<file path="config.mk">
export PLATFORM = sky130hd
export DESIGN_NAME = rfa_ctrl
export DESIGN_NICKNAME = d
export VERILOG_FILES = /design/src/rtl/core/rfa_pkg.sv /design/src/rtl/core/rfa_ctrl.sv
export SDC_FILE = /design/constraint.sdc
export NUM_CORES = 1
export LEC_CHECK = 0
export BUFFER_PORTS_ARGS = -buffer_cell sky130_fd_sc_hd__buf_2
export CAP_MARGIN = 20
export CORE_AREA = 2 2 39 41
export DETAILED_ROUTE_END_ITERATION = 16
export DIE_AREA = 0 0 41 43
export PLACE_DENSITY = 0.45
export SLEW_MARGIN = 20
export SYNTH_ARGS = -nofsm -noshare
export SYNTH_HDL_FRONTEND = slang
export SYNTH_SLANG_ARGS = --single-unit
</file>
<file path="constraint.sdc">
create_clock -name clk_i -period 1.2 [get_ports clk_i]
set_input_delay 0.12 -clock clk_i [delete_from_list [all_inputs] [get_ports clk_i]]
set_output_delay 0.12 -clock clk_i [all_outputs]
set_load 0.05 [all_outputs]
</file>
<file path="src/rtl/core/rfa_pkg.sv">
// Package for the rational fraction ALU: operation and error codes,
// controller states, command and status structs. No dependencies.
package rfa_pkg;

  localparam int unsigned NumBitsDef = 16;
  localparam int unsigned DenBitsDef = 16;
  localparam int unsigned OpW = 4;
  localparam int unsigned ResNumW = 33;
  localparam int unsigned ResDenW = 32;
  localparam int unsigned ErrW = 2;

  localparam logic [OpW-1:0] OP_ADD = 4'd0;
  localparam logic [OpW-1:0] OP_SUB = 4'd1;
  localparam logic [OpW-1:0] OP_MUL = 4'd2;
  localparam logic [OpW-1:0] OP_DIV = 4'd3;
  localparam logic [OpW-1:0] OP_LT  = 4'd4;
  localparam logic [OpW-1:0] OP_GT  = 4'd5;
  localparam logic [OpW-1:0] OP_LE  = 4'd6;
  localparam logic [OpW-1:0] OP_GE  = 4'd7;
  localparam logic [OpW-1:0] OP_EQ  = 4'd8;
  localparam logic [OpW-1:0] OP_NE  = 4'd9;
  localparam logic [OpW-1:0] OP_INC = 4'd10;

  localparam logic [ErrW-1:0] ERR_NONE = 2'd0;
  localparam logic [ErrW-1:0] ERR_DEN  = 2'd1;
  localparam logic [ErrW-1:0] ERR_DIV0 = 2'd2;

  typedef enum logic [2:0] {
    ST_IDLE,
    ST_GCD,
    ST_DIVA,
    ST_DIVB,
    ST_MUL,
    ST_DONE
  } state_e;

  typedef struct packed {
    logic load;
    logic gcd_step;
    logic div_start;
    logic div_step;
    logic div_sel_b;
    logic mul_step;
    logic finish;
  } ctrl_t;

  typedef struct packed {
    logic gcd_done;
    logic div_done;
    logic need_lcm;
  } stat_t;

  function automatic logic op_uses_lcm(input logic [OpW-1:0] op);
    logic r;
    r = (op == OP_ADD) || (op == OP_SUB) || (op == OP_LT) || (op == OP_GT) ||
        (op == OP_LE) || (op == OP_GE) || (op == OP_EQ) || (op == OP_NE);
    return r;
  endfunction

endpackage

</file>
<file path="src/rtl/core/rfa_ctrl.sv">
// Controller for the rational fraction ALU: sequences gcd, the two
// quotient divisions and the final multiply. Uses rfa_pkg.
module rfa_ctrl import rfa_pkg::*; (
  input  logic  clk_i,
  input  logic  rst_ni,
  input  logic  start_i,
  input  stat_t stat_i,
  output ctrl_t ctrl_o,
  output logic  busy_o,
  output logic  done_o
);

  state_e state_q, state_d;

  always_ff @(posedge clk_i or negedge rst_ni) begin
    if (!rst_ni) begin
      state_q <= ST_IDLE;
    end else begin
      state_q <= state_d;
    end
  end

  always_comb begin
    state_d = state_q;
    case (state_q)
      ST_IDLE: begin
        if (start_i) state_d = ST_GCD;
      end
      ST_GCD: begin
        if (!stat_i.need_lcm) state_d = ST_DONE;
        else if (stat_i.gcd_done) state_d = ST_DIVA;
      end
      ST_DIVA: begin
        if (stat_i.div_done) state_d = ST_DIVB;
      end
      ST_DIVB: begin
        if (stat_i.div_done) state_d = ST_MUL;
      end
      ST_MUL:  state_d = ST_DONE;
      ST_DONE: state_d = ST_IDLE;
      default: state_d = ST_IDLE;
    endcase
  end

  always_comb begin
    ctrl_o = '0;
    busy_o = (state_q != ST_IDLE);
    done_o = 1'b0;
    case (state_q)
      ST_IDLE: ctrl_o.load = start_i;
      ST_GCD: begin
        ctrl_o.gcd_step  = 1'b1;
        ctrl_o.div_start = stat_i.gcd_done;
      end
      ST_DIVA: begin
        ctrl_o.div_step  = 1'b1;
        ctrl_o.div_start = stat_i.div_done;
        ctrl_o.div_sel_b = stat_i.div_done;
      end
      ST_DIVB: begin
        ctrl_o.div_step  = 1'b1;
        ctrl_o.div_sel_b = 1'b1;
      end
      ST_MUL:  ctrl_o.mul_step = 1'b1;
      ST_DONE: begin
        ctrl_o.finish = 1'b1;
        done_o = 1'b1;
      end
      default: ;
    endcase
  end

endmodule

</file>
==> impl_metrics.tcl <==
set metrics [dict create \
    syn_avg_cell_area_um2 7.91 \
    critical_path_required_ns 1.08 \
    root_buffer "clkbuf_4" \
    slew_headroom_pct 83.6 \
    end_kind "output pin" \
    layout_commonest_cell "buf_4" \
    cts_sinks 3 \
    rsz0062_at_grt "yes" \
    layout_common_cells "buf_4, buf_2, buf_8, nand2_1" \
    postLayoutCellArea_um2 571 \
    drt_iter0_drc 0 \
    synth_cells 28 \
    synthDistinctLibCells 16 \
    first_global_vias 295 \
    io_pins 15 \
    syn-cell-area_um2 221 \
    diodes 0 \
    area_growth_pct 158 \
    syn_nets 34 \
    viasPerCell 4.19 \
    dieArea_mm2 0.00176 \
    antenna_left 0 \
    setup_viol 8 \
    min_path_cells 3 \
    min_period_ns 1.41 \
    outcome "finished, violations left" \
    drt-total-wl_um 690 \
    grt_first_pass_wirelength_mm 1.08 \
    antenna_found_initial 0 \
    reg2regPathDepth 5 \
    dr.pass1.iters 1 \
    nNetsFinal 64 \
    worstSkewPairLatency_ns 0.23 \
    gp_congestion 0.650 \
    regMostFlops "state_q" \
    largest_reg_flops 3 \
    die_x_um 41 \
    violations "setup timing" \
    ys_ff_latch 3 \
    place_area_um2 408 \
    reg2reg_slack_ns 0.05 \
    core_area_mm2 0.00138 \
    io_buffers 14 \
    critPathLaunchType "flip-flop" \
    timing.fmax_mhz 710 \
    crit_type "reg -> out" \
    post-route-drc-count 0 \
    place_ws_ns -0.0763 \
    grt_max_degree 8 \
    r2r_end "state_q[2]$_DFFE_PN0P_" \
    cap_violations 0 \
    fin_crit_sh_pct 117 \
    wl_per_cell_um 9.45 \
    rr_startpoint "state_q[1]$_DFFE_PN0P_" \
    vias 306 \
    gr-total-overflow 0 \
    top_regs "state_q (3)" \
    hpwl_um 530 \
    skew_ns 0.00250 \
    start_util_pct 16.0 \
    holdCritStartpoint "start_i" \
    drv_slew 0 \
    cp.arrival_ns 1.29 \
    fin_ws_ns -0.208 \
    ctsHtreeMaxLevel 1 \
    gr-usage-all-layers_pct 9.46 \
    cts_buffer_depth 2 \
    cts_tree "done" \
    hold_end "state_q[0]$_DFFE_PN0P_" \
    core.rowCount 14 \
    drive_above_1_share_pct 73.7 \
    yosysSeqAreaShare_pct 33.9 \
    hold_violations 0 \
    ys_warn_count 0 \
    fp.dieH_um 43 \
    clkTransAtPathRegs_ns 0.03 \
    hold_class "in -> reg" \
    tightest_slew_ns 0.248 \
    crit_fanout 3 \
    numCtsBuffers 3 \
]
## layout make-up
class,instances,area (um^2)
multi-input combinational,23,204
tap,16,20.0
fill,146,813
clock buffer,4,26.3
sequential,3,77.6
inverter,1,3.75
timing repair buffer,26,239
## cell usage after synthesis
master    count  area [um^2]
a21o_1        1         7.51
a21oi_1       1         5.00
a32oi_1       1         8.76
and2_1        2         12.5
buf_4         1         7.51
dfrtp_1       3         75.1
inv_1         1         3.75
nand2_1       4         15.0
nor2_1        3         11.3
nor2b_1       4         25.0
o211ai_1      1         7.51
o211ai_2      1         12.5
o21a_1        1         7.51
o21ai_0       2         10.0
or2_1         1         6.26
or3_1         1         6.26
## per-layer routing
layer | vias to the layer above | track usage [%] | wire length, um
met4 | 0 | 8.00 | 12
met1 | 144 | 9.06 | 249
met2 | 8 | 15.0 | 397
met5 | - | 0 | 0
met3 | 2 | 3.14 | 30
li1 | 152 | - | -
## cells by family (layout without fill, tap and decap cells)
kind of cell           count (synthesis)  after routing  synth area share (%)
and+or+nand+nor                       15             15                  34.5
AOI/OAI and AO/OA                      8              8                  26.6
DFF                                    3              3                  33.9
buffers and inverters                  2             31                  5.08
## stage by stage
step	hold WS [ns]	utilization, %	TNS [ns]	std cells
6_report	0.168	41.2	-1.08	73
3_5_place_dp	-0.0833	29.5	-0.136	65
4_1_cts	0.161	37.6	-1.31	71
2_1_floorplan	-0.176	-	-0.322	28
3_3_place_gp	-0.0816	29.5	-0.141	65
5_1_grt	0.180	41.2	-1.55	73
## what timing repair did
item / in CTS / in global routing
endpoints found under the hold margin: 3 / 0
pin swaps: 2 / 1
setup endpoints to repair: 9 / 9
setup buffers: 1 / 2
hold buffers: 1 / 0
gates resized for setup: 23 / 9
## worst max path at each step
stage | startpoint | to | slack, ns | cells after the start
2_1_floorplan | state_q[2]$_DFFE_PN0P_ | ctrl_o[6] | -0.13 | 2
3_3_place_gp | state_q[1]$_DFFE_PN0P_ | ctrl_o[4] | -0.07 | 4
3_5_place_dp | state_q[1]$_DFFE_PN0P_ | ctrl_o[4] | -0.08 | 4
4_1_cts | state_q[0]$_DFFE_PN0P_ | ctrl_o[6] | -0.23 | 3
5_1_grt | state_q[2]$_DFFE_PN0P_ | ctrl_o[6] | -0.25 | 3
6_report | state_q[2]$_DFFE_PN0P_ | ctrl_o[6] | -0.21 | 3
## worst max-delay path, stage by stage, from the launching register on
cell	delay, ns
dfrtp_2	0.40
or3_4	0.41
nor2_4	0.10
buf_8	0.15
Power is not shown: default switching activity piles up to over one toggle a cycle in this logic, so the estimate is an artifact.
